File: src/btli_pkg.sv
package btli_pkg;

  localparam int MAX_DIM    = 4096;
  localparam int DATA_WIDTH = 64;
  localparam int IDX_W      = 24;
  localparam int DIM_W      = 13;
  localparam int POS_W      = 12;
  localparam int CFG_IDX_W  = 2;
  localparam int SB_W       = DATA_WIDTH + 1;
  localparam int DIV_N      = IDX_W;
  // start edge to strobe sample: input reg, two dividers, four merge stages
  localparam int BTLI_LAT   = 1 + 2 * DIV_N + 4;

  localparam logic [CFG_IDX_W-1:0] CFG_MATRIX_ROWS = 2'd0;
  localparam logic [CFG_IDX_W-1:0] CFG_MATRIX_COLS = 2'd1;
  localparam logic [CFG_IDX_W-1:0] CFG_TILE_ROWS   = 2'd2;
  localparam logic [CFG_IDX_W-1:0] CFG_TILE_COLS   = 2'd3;

  typedef struct packed {
    logic [IDX_W-1:0]      source_index;
    logic [DATA_WIDTH-1:0] element_in;
  } in_t;

  typedef struct packed {
    logic [IDX_W-1:0]      dest_index;
    logic [DATA_WIDTH-1:0] element_out;
    logic                  index_error;
  } out_t;

  typedef struct packed {
    logic [DIM_W-1:0] rows;
    logic [DIM_W-1:0] cols;
    logic [DIM_W-1:0] th;
    logic [DIM_W-1:0] tw;
  } dims_t;

endpackage

File: src/btli_div.sv
module btli_div
  import btli_pkg::*;
(
  input  logic             clk,
  input  logic             rst_n,
  input  logic             v_i,
  input  logic [DIV_N-1:0] num_i,
  input  logic [DIM_W-1:0] dvs_i,
  input  logic [SB_W-1:0]  sb_i,
  output logic             v_o,
  output logic [DIV_N-1:0] quo_o,
  output logic [DIM_W-1:0] rem_o,
  output logic [SB_W-1:0]  sb_o
);

  // restoring division, one quotient bit per stage
  logic [DIV_N-1:0] v_r;
  logic [DIV_N-1:0] num_r   [DIV_N];
  logic [DIV_N-1:0] num_nxt [DIV_N];
  logic [DIM_W-1:0] rem_r   [DIV_N];
  logic [DIM_W-1:0] rem_nxt [DIV_N];
  logic [SB_W-1:0]  sb_r    [DIV_N];
  logic [SB_W-1:0]  sb_nxt  [DIV_N];

  always_comb begin
    logic [DIV_N-1:0] pn;
    logic [DIM_W-1:0] pr;
    logic [DIM_W:0]   trial;
    for (int k = 0; k < DIV_N; k++) begin
      if (k == 0) begin
        pn = num_i;
        pr = '0;
        sb_nxt[k] = sb_i;
      end else begin
        pn = num_r[k-1];
        pr = rem_r[k-1];
        sb_nxt[k] = sb_r[k-1];
      end
      trial = {pr, pn[DIV_N-1]};
      if (trial >= {1'b0, dvs_i}) begin
        rem_nxt[k] = DIM_W'(trial - {1'b0, dvs_i});
        num_nxt[k] = {pn[DIV_N-2:0], 1'b1};
      end else begin
        rem_nxt[k] = trial[DIM_W-1:0];
        num_nxt[k] = {pn[DIV_N-2:0], 1'b0};
      end
    end
  end

  always_ff @(posedge clk) begin
    if (!rst_n) begin
      v_r <= '0;
    end else begin
      v_r <= {v_r[DIV_N-2:0], v_i};
    end
  end

  always_ff @(posedge clk) begin
    for (int k = 0; k < DIV_N; k++) begin
      num_r[k] <= num_nxt[k];
      rem_r[k] <= rem_nxt[k];
      sb_r[k]  <= sb_nxt[k];
    end
  end

  assign v_o   = v_r[DIV_N-1];
  assign quo_o = num_r[DIV_N-1];
  assign rem_o = rem_r[DIV_N-1];
  assign sb_o  = sb_r[DIV_N-1];

endmodule

File: config.mk
export PLATFORM = sky130hd
export DESIGN_NAME = btli_div
export DESIGN_NICKNAME = d
export VERILOG_FILES = /design/src/btli_pkg.sv /design/src/btli_div.sv
export SDC_FILE = /design/constraint.sdc
export NUM_CORES = 2
export LEC_CHECK = 0
export BUFFER_PORTS_ARGS = -buffer_cell sky130_fd_sc_hd__buf_2
export CAP_MARGIN = 0
export CORE_ASPECT_RATIO = 0.6
export CORE_MARGIN = 5
export CORE_UTILIZATION = 54
export DETAILED_ROUTE_END_ITERATION = 10
export GPL_ROUTABILITY_DRIVEN = 0
export HOLD_SLACK_MARGIN = 0.15
export PLACE_DENSITY_LB_ADDON = 0.15
export SLEW_MARGIN = 20
export SYNTH_ARGS = -nofsm -noshare
export SYNTH_HDL_FRONTEND = slang
export SYNTH_SLANG_ARGS = --single-unit
File: constraint.sdc
create_clock -name clk -period 3.75 [get_ports clk]
set_clock_uncertainty 0.15 [all_clocks]
set_input_delay 1.125 -clock clk [delete_from_list [all_inputs] [get_ports clk]]
set_output_delay 1.125 -clock clk [all_outputs]
set_load 0.01 [all_outputs]
# Word level (Yosys, flattened, before mapping)
# Memory sizes are Yosys's and may differ from the RTL's.
# Cells that the tools add are included.
# totals
regBits	24
mem_bits_rw	2448
in_bits	105
out_inout_bits	103
word_cells	100
mem_count	3
# mem_list
name	words	width	read_ports	rd_clocked_by_memory_dff	write_ports	line_no	text
sb_r	24	65	24	0	24	btli_div.sv:22	logic [SB_W-1:0] sb_r [DIV_N];
num_r	24	24	24	0	24	btli_div.sv:18	logic [DIV_N-1:0] num_r [DIV_N];
rem_r	24	13	24	0	24	btli_div.sv:20	logic [DIM_W-1:0] rem_r [DIV_N];
# classes
add_sub_neg	24
n_lt_le_gt_ge	24
muxes	48
# ops
cell	count
14-bit by 13-bit >= comparator with 1-bit output	23
13-bit two-way mux	24
13-bit subtractor	23
1-bit two-way mux	24
1-bit by 13-bit >= comparator with 1-bit output	1
1-bit by 13-bit subtractor with 13-bit output	1

# Depth between registers and ports, before layout
# depth
word_depth	2
ltp_mapped	12
depth_no_buf	11

# Worst setup path after synthesis
# Ideal clock, no wire load.
# synth_path
path_type	input-to-reg
from	input port dvs_i[2]
to	memory rem_r[7][11] (netlist: rem_r[0][102])
setup_ps	121
t_arrival_ps	3738
required_ps	3479
slack_ps	-259
cell_stages	10
n_path_buf	1
path_cell_list	inv_1 > ha_1 > nor2b_1 > o21ai_1 > a21oi_1 > a211oi_2 > o211ai_1 > a311oi_4 > buf_6 > mux2_2
# synth_rtl
element	line_no	text
from (decl)	btli_div.sv:8	input logic [DIM_W-1:0] dvs_i,
to (decl)	btli_div.sv:20	

==> impl_results.md <==
- CTS clk-pin slew, worst paths: 0.07 ns
- Cell accounting for the most synthesized area: dfxtp_1
- Most common flop cell mapped by yosys: dfxtp_1
- Run status: completed
- Peak supply drop: 498.7 uV
- Synthesized area: 67800 um2
- Clock share of power: roughly a third
- DIE AREA: 133000 um2
- Reg2reg path depth: 11
- Sequential area share after synthesis: ~73%
- Worst slack, placed: -0.2967 ns
- Gr usage total: 17.10%
- Layout cells sized above 1: 18.72%
- Global Route met3 Usage: 4.264%
- Mapped Avg Cell Area: 13.88 um2
- Worst Hold Class: flip-flop to flip-flop
- Routed vias/inst: 4.760
- Critical-path cell list: buf_2 > buf_12 > buf_4 > ha_1 > fa_1 > nor2b_1 > o21ai_1 > a21oi_1 > nor3_1 > o41ai_2 > o21ai_1 > inv_2 > mux2_2
- Synth top area share: 72.99%
- IO Port Bufs: 207
- Utilization after layout: 65.02%
- Cell count after placement: a little over 7k
- Slew margin rel.: 55.90%
- Area of the multi-input gates: between 15000 and 20000 um2
- WS Path Type: input port to flip-flop
- Die span in x: about 470 um
- R2r setup slk: 0.72 ns
- Antenna violations before repair: 3
- Hold-critical path depth: 0
- Most crowded layer after global routing: met1
- Final setup fails: 0
- Hold Fails Final Rpt: 0
- Cts repair resizes: 0
- Std-Cell Rows: 100
- Reg-to-reg endpoint: rem_r[2][16]
- Met1 Track Usage GR: 25.59%
- Synth Instances: 4885
- Final non-filler cell total: 7461
- Drt wl/cell: 15.18 um
- Initial DRT Pass Iterations: 5
- Switching Share: 26.77%
- Pwr Total: around 67 mW
- Final-report max-slew violation count: 0
- Syn_nets: 5314
- DPL Wire Length: around 76 mm
- Core region area: 124400 um2
- Worst Setup Start Kind: input port
- Most frequent cells in the layout: dfxtp_1 (2472), buf_4 (378), ha_1 (300)
- Grt met2 use: 24.59%
- Internal power: 49.07 mW
- Clock Tree Root: clkbuf_16
- Sequential Area: 49490 um2
- Sequential power share: between 40% and 50%
- Final wirelength: ~110 mm
- Final worst setup slack: 0.4710 ns
- Compound-cell area share of the yosys netlist: under 10%
- Tightest Pin Transition: between 0.6 and 0.7 ns
- Starting Density: between 50% and 60%
- Syn-to-layout area delta: 19.27%
- First-pass GRT wire length: 182.5 mm
- Simple-gate share of the synthesized area: 5.460%
- Post-CTS Repair Setup Buffers: 0
- Finished Cell Area: 80870 um2
- Worst EP arrival: 3.81 ns
- Total gr overflow: 0
- RSZ-0062 raised after global routing: false
- CTS sink cnt: 2472
- CTS tree: built
- Skew-Pair Late Insertion Delay: 0.81 ns
- Worst path max stage delay: 0.39 ns
- Largest family of logic cells by synthesized area: compound AO/OA/AOI/OAI gates
- Maximum root-to-sink buffer count: 3
- TritonCTS buffer count: around 190
- Adder-cell area share of the yosys netlist: 6.234%
- Hold slack final: 0.1476 ns
- Endpoint class of the critical path: flip-flop
- Die Y: 284.5 um
- Comb pwr share: 22.4%
- Worst hold start: num_r[2][26]
- Most used cell along the critical path: o21ai_1
- Psw: 17.94 mW
- Final ANT Viol Nets: 0
- Commonest non-fill, non-tap cell in the layout: dfxtp_1
- Yosys warns: 0
- First DRT Iteration DRCs: 2231
- Setup TNS: 0 ns
- Largest net degree at the start of global routing: 25
- Area contributors post-synth: dfxtp_1 (73%), ha_1 (5.6%), mux2_1 (2.1%)
- CP required: 4.28 ns
- Fmax: 0.3050 GHz
- Maxcap violations: 0
- Hold endpoint: num_r[2][51]
- P_leak: 35.60 nW
- Worst reg2reg startpoint: num_r[2][23]
- EDFF count, synth: 0
- Cell Area, Placed: 73860 um2
- Crit path time final: 3.279 ns
- Via count: ~36k
- H-tree levels: 4
- Synth Register Bits: 2472
- Power density over the cells: 828.7 nW/um2
- Post-synthesis mux area share: 4.126%
- Async SR Flop Fraction: 0%
- Residual DRC count: 0
- Vias in the first global route: 34.86k
- Fin nets: between 6k and 7k
- Worst-path fanout max: 12
- Unique cell type count in the Yosys netlist: 83
- Final period utilization: 87.44%
- Critical path's slowest cell: fa_1
- IO Pins: 208
- Fillers: approximately 9.3k
- Xor-xnor portion of the synthesized cell area: 2.519%
[critical path: cells and delay by family]
family | cells | cell delay, ns
AO/OA/AOI/OAI | 4 | 0.79
adder cells (fa/ha/maj) | 2 | 0.61
buffers and inverters | 4 | 0.68
multiplexers | 1 | 0.38
AND/OR/NAND/NOR | 2 | 0.22
[how the worst max path moves through the flow]
stage | startpoint | endpoint | cells after the start | slack [ns]
global route | dvs_i[0] | rem_r[2][54] | 13 | 0.37
CTS | dvs_i[0] | rem_r[2][54] | 13 | 0.56
global placement | dvs_i[0] | rem_r[2][54] | 13 | -0.26
finish | dvs_i[0] | rem_r[2][54] | 13 | 0.47
detailed placement | dvs_i[0] | rem_r[2][54] | 13 | -0.30
floorplan | dvs_i[2] | rem_r[0][102] | 10 | -0.18
[area by class of cell]
type / instances / share of cell area, %
repair buffers: 624 / 5.632
clock inverters: 98 / 1.874
clock buffers: 253 / 6.656
diodes: 3 / 0.009283
well taps: 1683 / 2.604
inverters: 136 / 0.6452
multi-input cells: 2192 / 21.39
flip-flops and latches: 2472 / 61.19
[sequential cells by signal, indices dropped and copies added, names as in the netlist]
| register | count |
|---|---|
| num_r | 576 |
| rem_r | 312 |
| sb_r | 1560 |
| v_r | 24 |
[logic make-up after synthesis]
logic type               Yosys count
AO/OA/AOI/OAI                    724
XOR/XNOR                         195
adder cells (fa/ha/maj)          324
buffers and inverters            221
flip-flops                      2472
multiplexers                     254
AND/OR/NAND/NOR                  695
[Yosys cell counts, drive strengths merged (63+ instances only)]
cell type	instances
a21o	88
a21oi	186
dfxtp	2472
ha	301
inv	136
mux2	204
nand2	120
nor2	173
nor2b	63
nor3	70
o21ai	157
xnor2	115
xor2	80
[power groups by stage]
| stage | clock network, mW | registers, mW | logic, mW |
|---|---|---|---|
| 6_report | 21.3 | 30.7 | 15.0 |
| 5_1_grt | 23.1 | 31.0 | 16.7 |
| 4_1_cts | 22.0 | 30.7 | 14.9 |
| 3_5_place_dp | 0 | 31.3 | 14.8 |
| 3_3_place_gp | 0 | 31.3 | 14.5 |
| 2_1_floorplan | 0 | 30.6 | 10.4 |
[layer usage]
metal  share of wire, %  vias to the layer above
li1                   -                    18140
met1                 51                    16390
met2                 41                      804
met5                  0                        -
met4                2.1                        0
met3                6.6                      183
[what timing repair did]
item,CTS,global route
endpoints found under the setup margin,0,0
endpoints found under the hold margin,8,3
hold buffers,8,2
Note: power is estimated with default switching activity, not from simulation.
