<file path="src/btli_pkg.sv">
package btli_pkg;

  localparam int MAX_DIM    = 4096;
  localparam int DATA_WIDTH = 64;
  localparam int IDX_W      = 24;
  localparam int DIM_W      = 13;
  localparam int POS_W      = 12;
  localparam int CFG_IDX_W  = 2;
  localparam int SB_W       = DATA_WIDTH + 1;
  localparam int DIV_N      = IDX_W;
  // start edge to strobe sample: input reg, two dividers, four merge stages
  localparam int BTLI_LAT   = 1 + 2 * DIV_N + 4;

  localparam logic [CFG_IDX_W-1:0] CFG_MATRIX_ROWS = 2'd0;
  localparam logic [CFG_IDX_W-1:0] CFG_MATRIX_COLS = 2'd1;
  localparam logic [CFG_IDX_W-1:0] CFG_TILE_ROWS   = 2'd2;
  localparam logic [CFG_IDX_W-1:0] CFG_TILE_COLS   = 2'd3;

  typedef struct packed {
    logic [IDX_W-1:0]      source_index;
    logic [DATA_WIDTH-1:0] element_in;
  } in_t;

  typedef struct packed {
    logic [IDX_W-1:0]      dest_index;
    logic [DATA_WIDTH-1:0] element_out;
    logic                  index_error;
  } out_t;

  typedef struct packed {
    logic [DIM_W-1:0] rows;
    logic [DIM_W-1:0] cols;
    logic [DIM_W-1:0] th;
    logic [DIM_W-1:0] tw;
  } dims_t;

endpackage

</file>
<file path="src/btli_merge.sv">
module btli_merge
  import btli_pkg::*;
(
  input  logic                  clk,
  input  logic                  rst_n,
  input  logic                  v_i,
  input  dims_t                 dims_i,
  input  logic [POS_W-1:0]      br_i,
  input  logic [POS_W-1:0]      rr_i,
  input  logic [POS_W-1:0]      bc_i,
  input  logic [POS_W-1:0]      cc_i,
  input  logic [DATA_WIDTH-1:0] elem_i,
  input  logic                  err_i,
  output logic                  v_o,
  output out_t                  res_o
);

  logic [3:0] v_r;

  // stage A: block origins
  logic [2*DIM_W-2:0]    a_p1_r, a_p2_r;
  logic [POS_W-1:0]      a_rr_r, a_cc_r;
  logic [DATA_WIDTH-1:0] a_elem_r;
  logic                  a_err_r;
  // stage B: edge block sizes, block-row base
  logic [DIM_W-1:0]      b_h_r, b_w_r, b_p2_r;
  logic [2*DIM_W-1:0]    b_base_r;
  logic [POS_W-1:0]      b_rr_r, b_cc_r;
  logic [DATA_WIDTH-1:0] b_elem_r;
  logic                  b_err_r;
  // stage C: block offset, row offset inside block
  logic [2*DIM_W-1:0]    c_t2_r, c_base_r;
  logic [2*DIM_W-2:0]    c_t3_r;
  logic [POS_W-1:0]      c_cc_r;
  logic [DATA_WIDTH-1:0] c_elem_r;
  logic                  c_err_r;
  out_t                  res_r;

  logic [DIM_W-1:0]   h_left, w_left, h_nxt, w_nxt;
  logic [2*DIM_W+1:0] sum;

  always_comb begin
    h_left = dims_i.rows - a_p1_r[DIM_W-1:0];
    w_left = dims_i.cols - a_p2_r[DIM_W-1:0];
    h_nxt  = (dims_i.th < h_left) ? dims_i.th : h_left;
    w_nxt  = (dims_i.tw < w_left) ? dims_i.tw : w_left;
    sum    = (2*DIM_W+2)'(c_base_r) + (2*DIM_W+2)'(c_t2_r)
           + (2*DIM_W+2)'(c_t3_r) + (2*DIM_W+2)'(c_cc_r);
  end

  always_ff @(posedge clk) begin
    if (!rst_n) begin
      v_r <= '0;
    end else begin
      v_r <= {v_r[2:0], v_i};
    end
  end

  always_ff @(posedge clk) begin
    a_p1_r   <= br_i * dims_i.th;
    a_p2_r   <= bc_i * dims_i.tw;
    a_rr_r   <= rr_i;
    a_cc_r   <= cc_i;
    a_elem_r <= elem_i;
    a_err_r  <= err_i;

    b_h_r    <= h_nxt;
    b_w_r    <= w_nxt;
    b_p2_r   <= a_p2_r[DIM_W-1:0];
    b_base_r <= a_p1_r[DIM_W-1:0] * dims_i.cols;
    b_rr_r   <= a_rr_r;
    b_cc_r   <= a_cc_r;
    b_elem_r <= a_elem_r;
    b_err_r  <= a_err_r;

    c_t2_r   <= b_p2_r * b_h_r;
    c_t3_r   <= b_rr_r * b_w_r;
    c_base_r <= b_base_r;
    c_cc_r   <= b_cc_r;
    c_elem_r <= b_elem_r;
    c_err_r  <= b_err_r;

    res_r.dest_index  <= c_err_r ? '0 : sum[IDX_W-1:0];
    res_r.element_out <= c_elem_r;
    res_r.index_error <= c_err_r;
  end

  assign v_o   = v_r[3];
  assign res_o = res_r;

endmodule

</file>
<file path="config.mk">
export PLATFORM = sky130hd
export DESIGN_NAME = btli_merge
export DESIGN_NICKNAME = d
export VERILOG_FILES = /design/src/btli_pkg.sv /design/src/btli_merge.sv
export SDC_FILE = /design/constraint.sdc
export NUM_CORES = 2
export LEC_CHECK = 0
export BUFFER_PORTS_ARGS = -buffer_cell sky130_fd_sc_hd__buf_4
export CORE_UTILIZATION = 42
export DETAILED_ROUTE_END_ITERATION = 16
export GPL_TIMING_DRIVEN = 0
export SYNTH_ARGS = -nofsm -noshare
export SYNTH_HDL_FRONTEND = slang
export SYNTH_SLANG_ARGS = --single-unit
</file>
<file path="constraint.sdc">
create_clock -name clk -period 6.05 [get_ports clk]
set_input_delay 0.605 -clock clk [delete_from_list [all_inputs] [get_ports clk]]
set_output_delay 0.605 -clock clk [all_outputs]
set_load 0.05 [all_outputs]
</file>
Word-level counts from Yosys, hierarchy flattened. Cells that the tools add are included.

Flip-flop bits (word level): 509. Logic and storage cells: 38. Output and inout bits: 90. Input port bits: 168.

Mux-type cells: 2. Order comparisons: 2. Multiply operators: 5. $add $sub $neg: 5.

Operator list (number): $add A24 B24 Y24 (2); $mul A13 B13 Y24 (2); $lt A13 B13 Y1 (2); $mul A12 B13 Y13 (2); $mux W13 (2); $sub A13 B13 Y13 (2); $add A24 B12 Y24 (1); $mul A12 B13 Y24 (1).

Longest topological paths before layout.
Depth after elaboration: 3. Gate-level depth with buffers: 20. Gate-level depth less buffers: 19.

Least setup slack after synthesis. No wires, ideal clock.

Path kind: input port to flip-flop. From: input port dims_i[27] in the netlist's numbering. To: register b_base_r[17]. Path buffers: 1. Required time: 5.978 ns. Slack: 0.857 ns. Setup time: 0.072 ns. Stages: 18. Arrival: 5.121 ns. Path through: clkbuf_1 -> and2_1 -> fa_1 -> inv_1 -> fa_1 -> inv_1 -> fa_1 -> fa_1 -> inv_1 -> fa_1 -> inv_1 -> ha_1 -> or4_1 -> o22ai_1 -> o211ai_1 -> a31o_1 -> a21oi_1 -> xnor2_1.

Longest elaborated chain between the ends: 1.

RTL lines: start: declaration (RTL line btli_merge.sv:7) `input dims_t dims_i,`; $mul A13 B13 Y24 (RTL line btli_merge.sv:70) `b_base_r <= a_p1_r[DIM_W-1:0] * dims_i.cols;`; end signal: assignment (RTL line btli_merge.sv:70); end: declaration (RTL line btli_merge.sv:27) `logic [2*DIM_W-1:0] b_base_r;`.

Every way passes these cells. A chain may end at the register's enable or synchronous reset.

Worst setup path in the final report.
From: register b_rr_r[4]. To: register c_t3_r[20].

Longest elaborated chain between the ends: 1.

RTL lines: start: declaration (RTL line btli_merge.sv:28) `logic [POS_W-1:0] b_rr_r, b_cc_r;`; start signal: assignment (RTL line btli_merge.sv:71) `b_rr_r <= a_rr_r;`; $mul A12 B13 Y24 (RTL line btli_merge.sv:77) `c_t3_r <= b_rr_r * b_w_r;`; end signal: assignment (RTL line btli_merge.sv:77); end: declaration (RTL line btli_merge.sv:33) `logic [2*DIM_W-2:0] c_t3_r;`.

Every way passes these cells.

==> summary.json <==
{
  "grt_antenna_before_repair": 1,
  "cp_top_family": "adder cells",
  "yosys.area_share.xor_xnor_pct": 4.13,
  "period_share_pct": 94.7,
  "row_count": 104,
  "die_x_microns": 289,
  "start_util_pct": 42.7,
  "cts_hold_buffers": 0,
  "via_count_of_the_first_global_routing_pass": 23900,
  "transition_time_at_the_pin_with_the_least_slew_margin_ps": 648,
  "mostFrequentLayoutCell": "inv_1",
  "arrival_time_worst_endpoint_ps": 6240,
  "postLayoutSetupSlackWorst_ps": 321,
  "grt_remaining_overflow": 0,
  "rsz0062_at_grt": "no",
  "nNetsFinal": 4735,
  "final_layout_size_suffix_gt1_share_pct": 10.1,
  "critical_path_required_ps": 6560,
  "path_cells": "clkbuf_1 > nand2_1 > fa_1 > inv_1 > fa_1 > inv_1 > fa_1 > inv_1 > fa_1 > inv_1 > fa_1 > inv_1 > ha_1 > or4_1 > o221ai_1 > a211oi_1 > or2_1 > a311oi_1 > nor2_1",
  "max-cap-violations": 0,
  "post-route-min-period_ps": 5730,
  "cts_made_buffers": 54,
  "routed_wirelength_mm": 79.0,
  "timing.critical_path.to_type": "register",
  "drt_first_iter_violations": 837,
  "setup_viol": 0,
  "synth-main-ff-cell": "dfxtp_1",
  "asyncSetResetFlopFracSynth_pct": 0,
  "timing.max_slew.rel_slack_pct": 56.5,
  "syn_to_final_growth_pct": 15.0,
  "hold_ws_ps": 84.1,
  "pre_antenna_drt_iters": 7,
  "worstHoldPathType": "in -> reg",
  "clock_path_buffers": 3,
  "timing.fmax_ghz": 0.175,
  "routed_via_density": 4.70,
  "placeableCoreArea_sq_mm": 0.0809,
  "synth-warning-count": 0,
  "vias": 22900,
  "clk_pin_slew_worst_setup_hold_paths_ps": 60,
  "setup_total_negative_slack_ps": 0,
  "crit_path_max_fanout": 10,
  "most_used_cells_in_the_layout_excluding_fill_and_tap_cells": "695 x inv_1, 509 x dfxtp_1, 484 x fa_1",
  "cp_num_buf_inv": 6,
  "clock-root-buffer": "clkbuf_16",
  "synthesis.instances": 3450,
  "timing_worst_setup_path_type": "reg -> reg",
  "clock_tree_from_tritoncts": "done",
  "ys_ff_latch": 509,
  "synth_enable_flop_cells": 0,
  "timing.critical_path.slowest_cell_delay_ps": 540,
  "num_io_pins": 258,
  "fp.dieH_microns": 289,
  "synth_fa_ha_area_share_pct": 39.8,
  "critical_path.slowest_cell": "fa_1",
  "largest_family_of_logic_cells_by_synthesized_area": "adder cells",
  "cts_num_sinks": 509,
  "run_status": "finished, final reports clean",
  "post-place-ws_ps": -33.4,
  "synth_seq_area_share_pct": 29.5,
  "die-area_sq_mm": 0.0835,
  "critPathLaunchType": "register",
  "synth_simple_gate_area_share_pct": 12.0,
  "drv_slew": 0,
  "htree_levels": 2,
  "stdcell_area_sq_mm": 0.0397,
  "clock_latency_ps": 620,
  "syn_area_sq_mm": 0.0346,
  "port_buffers": 251,
  "routed_wire_length_per_instance_microns": 16.3,
  "postPlaceCellArea_sq_mm": 0.0378,
  "synth_compound_gate_area_share_pct": 5.10,
  "dp.final_hpwl_mm": 65.5,
  "layout_skew_ps": 30.3,
  "grt_max_degree": 17,
  "antenna_violating_nets_post_route": 0,
  "final_hold_viol_count": 0,
  "grt_first_pass_wirelength_mm": 127,
  "yosys-mux-area-fraction_pct": 0.760,
  "drcViolationCount": 0,
  "synth.net_count": 4428,
  "finalWeightedCongestion": 0.866,
  "groute.usage.overall_pct": 19.5,
  "unique_cell_type_count_in_the_yosys_netlist": 65,
  "syn_area_per_cell_sq_um": 10.0
}
-- cells in the mapped netlist (3+ instances only) --
cell type | number | area, sq um
fa_1 | 484 | 9690
o211ai_1 | 6 | 45.0
nand2_1 | 455 | 1710
xor2_1 | 44 | 385
or4_1 | 6 | 45.0
or2_2 | 3 | 18.8
o21ai_1 | 12 | 60.1
nand3_1 | 12 | 60.1
clkbuf_1 | 104 | 390
nor2_1 | 69 | 259
o31ai_1 | 4 | 30.0
a211oi_1 | 12 | 90.1
ha_1 | 326 | 4080
nor2b_1 | 16 | 100
a21o_1 | 20 | 150
o21bai_1 | 10 | 75.1
o22ai_1 | 4 | 25.0
a2111oi_0 | 3 | 26.3
a41oi_1 | 3 | 26.3
and2_1 | 265 | 1660
a31oi_1 | 7 | 43.8
dfxtp_1 | 509 | 10200
o21ai_0 | 36 | 180
nor3_1 | 20 | 100
nand2b_1 | 15 | 93.8
xnor2_1 | 119 | 1040
o221ai_1 | 3 | 26.3
mux2i_1 | 24 | 240
nor4_1 | 3 | 18.8
a21oi_1 | 80 | 400
or3_1 | 3 | 18.8
o21a_1 | 27 | 203
o41ai_1 | 6 | 52.6
inv_1 | 695 | 2610
-- final cells by class --
| class | count | area (sq um) |
|---|---|---|
| fillers | 7630 | 41200 |
| inverters | 695 | 2610 |
| clock buffers | 66 | 1460 |
| multi-input cells | 2137 | 21400 |
| flip-flops and latches | 509 | 10200 |
| clock inverters | 34 | 457 |
| well taps | 1060 | 1330 |
| plain buffers | 109 | 440 |
| diodes | 1 | 2.50 |
| repair buffers | 251 | 1880 |
-- sequential cells by signal, indices dropped and copies added (netlist names) --
| name | flops |
|---|---|
| a_cc_r | 12 |
| b_err_r | 1 |
| b_h_r | 13 |
| b_w_r | 13 |
| c_cc_r | 12 |
| c_base_r | 24 |
| res_o | 89 |
| a_rr_r | 12 |
| b_cc_r | 12 |
| a_p1_r | 13 |
| b_p2_r | 13 |
| a_elem_r | 64 |
| a_err_r | 1 |
| c_t2_r | 24 |
| a_p2_r | 13 |
| c_t3_r | 24 |
| b_base_r | 24 |
| c_elem_r | 64 |
| v_r | 4 |
| c_err_r | 1 |
| b_elem_r | 64 |
| b_rr_r | 12 |
-- metal layers --
layer  track usage, %  routed length [microns]  vias up
met3             2.66                     3840      116
met2             33.3                    37400      531
met4             6.28                     2520        2
met5                0                       13        -
li1                 -                        -    11000
met1             25.4                    35300    11200
-- worst reg2reg max path, delay by kind of cell, from the launching register on --
kind | cells | cell delay (ps)
adders and majority gates | 6 | 2730
DFF | 1 | 390
buffers and inverters | 6 | 690
AOI/OAI and AO/OA | 3 | 750
and+or+nand+nor | 4 | 1050
-- logic make-up after synthesis --
family                     count (synthesis)
xor gates and xnor gates                 163
buffers and inverters                    804
and+or+nand+nor                          875
adders and majority gates                810
muxes                                     26
AOI/OAI and AO/OA                        263
DFF                                      509
-- final timing paths --
check / startpoint / end / slack (ps) / cells past startpoint
min reg2reg: a_elem_r[13] / b_elem_r[13] / 310 / 0
min: rr_i[10] / a_rr_r[10] / 80 / 1
max: b_rr_r[4] / c_t3_r[20] / 320 / 19
max reg2reg: b_rr_r[4] / c_t3_r[20] / 320 / 19
-- repair_timing --
action                     4_1_cts  5_1_grt
setup endpoints to repair        2        7
pin swaps                        0        0
gates resized for setup          2       38
setup buffers                    0        0
gates cloned                     0        0
-- through the flow --
| step | std cells | utilization, % |
|---|---|---|
| detailed placement | 4761 | 46.7 |
| finish | 4862 | 49.1 |
| floorplan | 3450 | - |
| global placement | 4761 | 46.7 |
| global route | 4861 | 49.1 |
| CTS | 4861 | 49.1 |
Power is left out: the tool's default activity adds up to more than one toggle a clock period on the data nets, which glitch-free logic cannot reach.
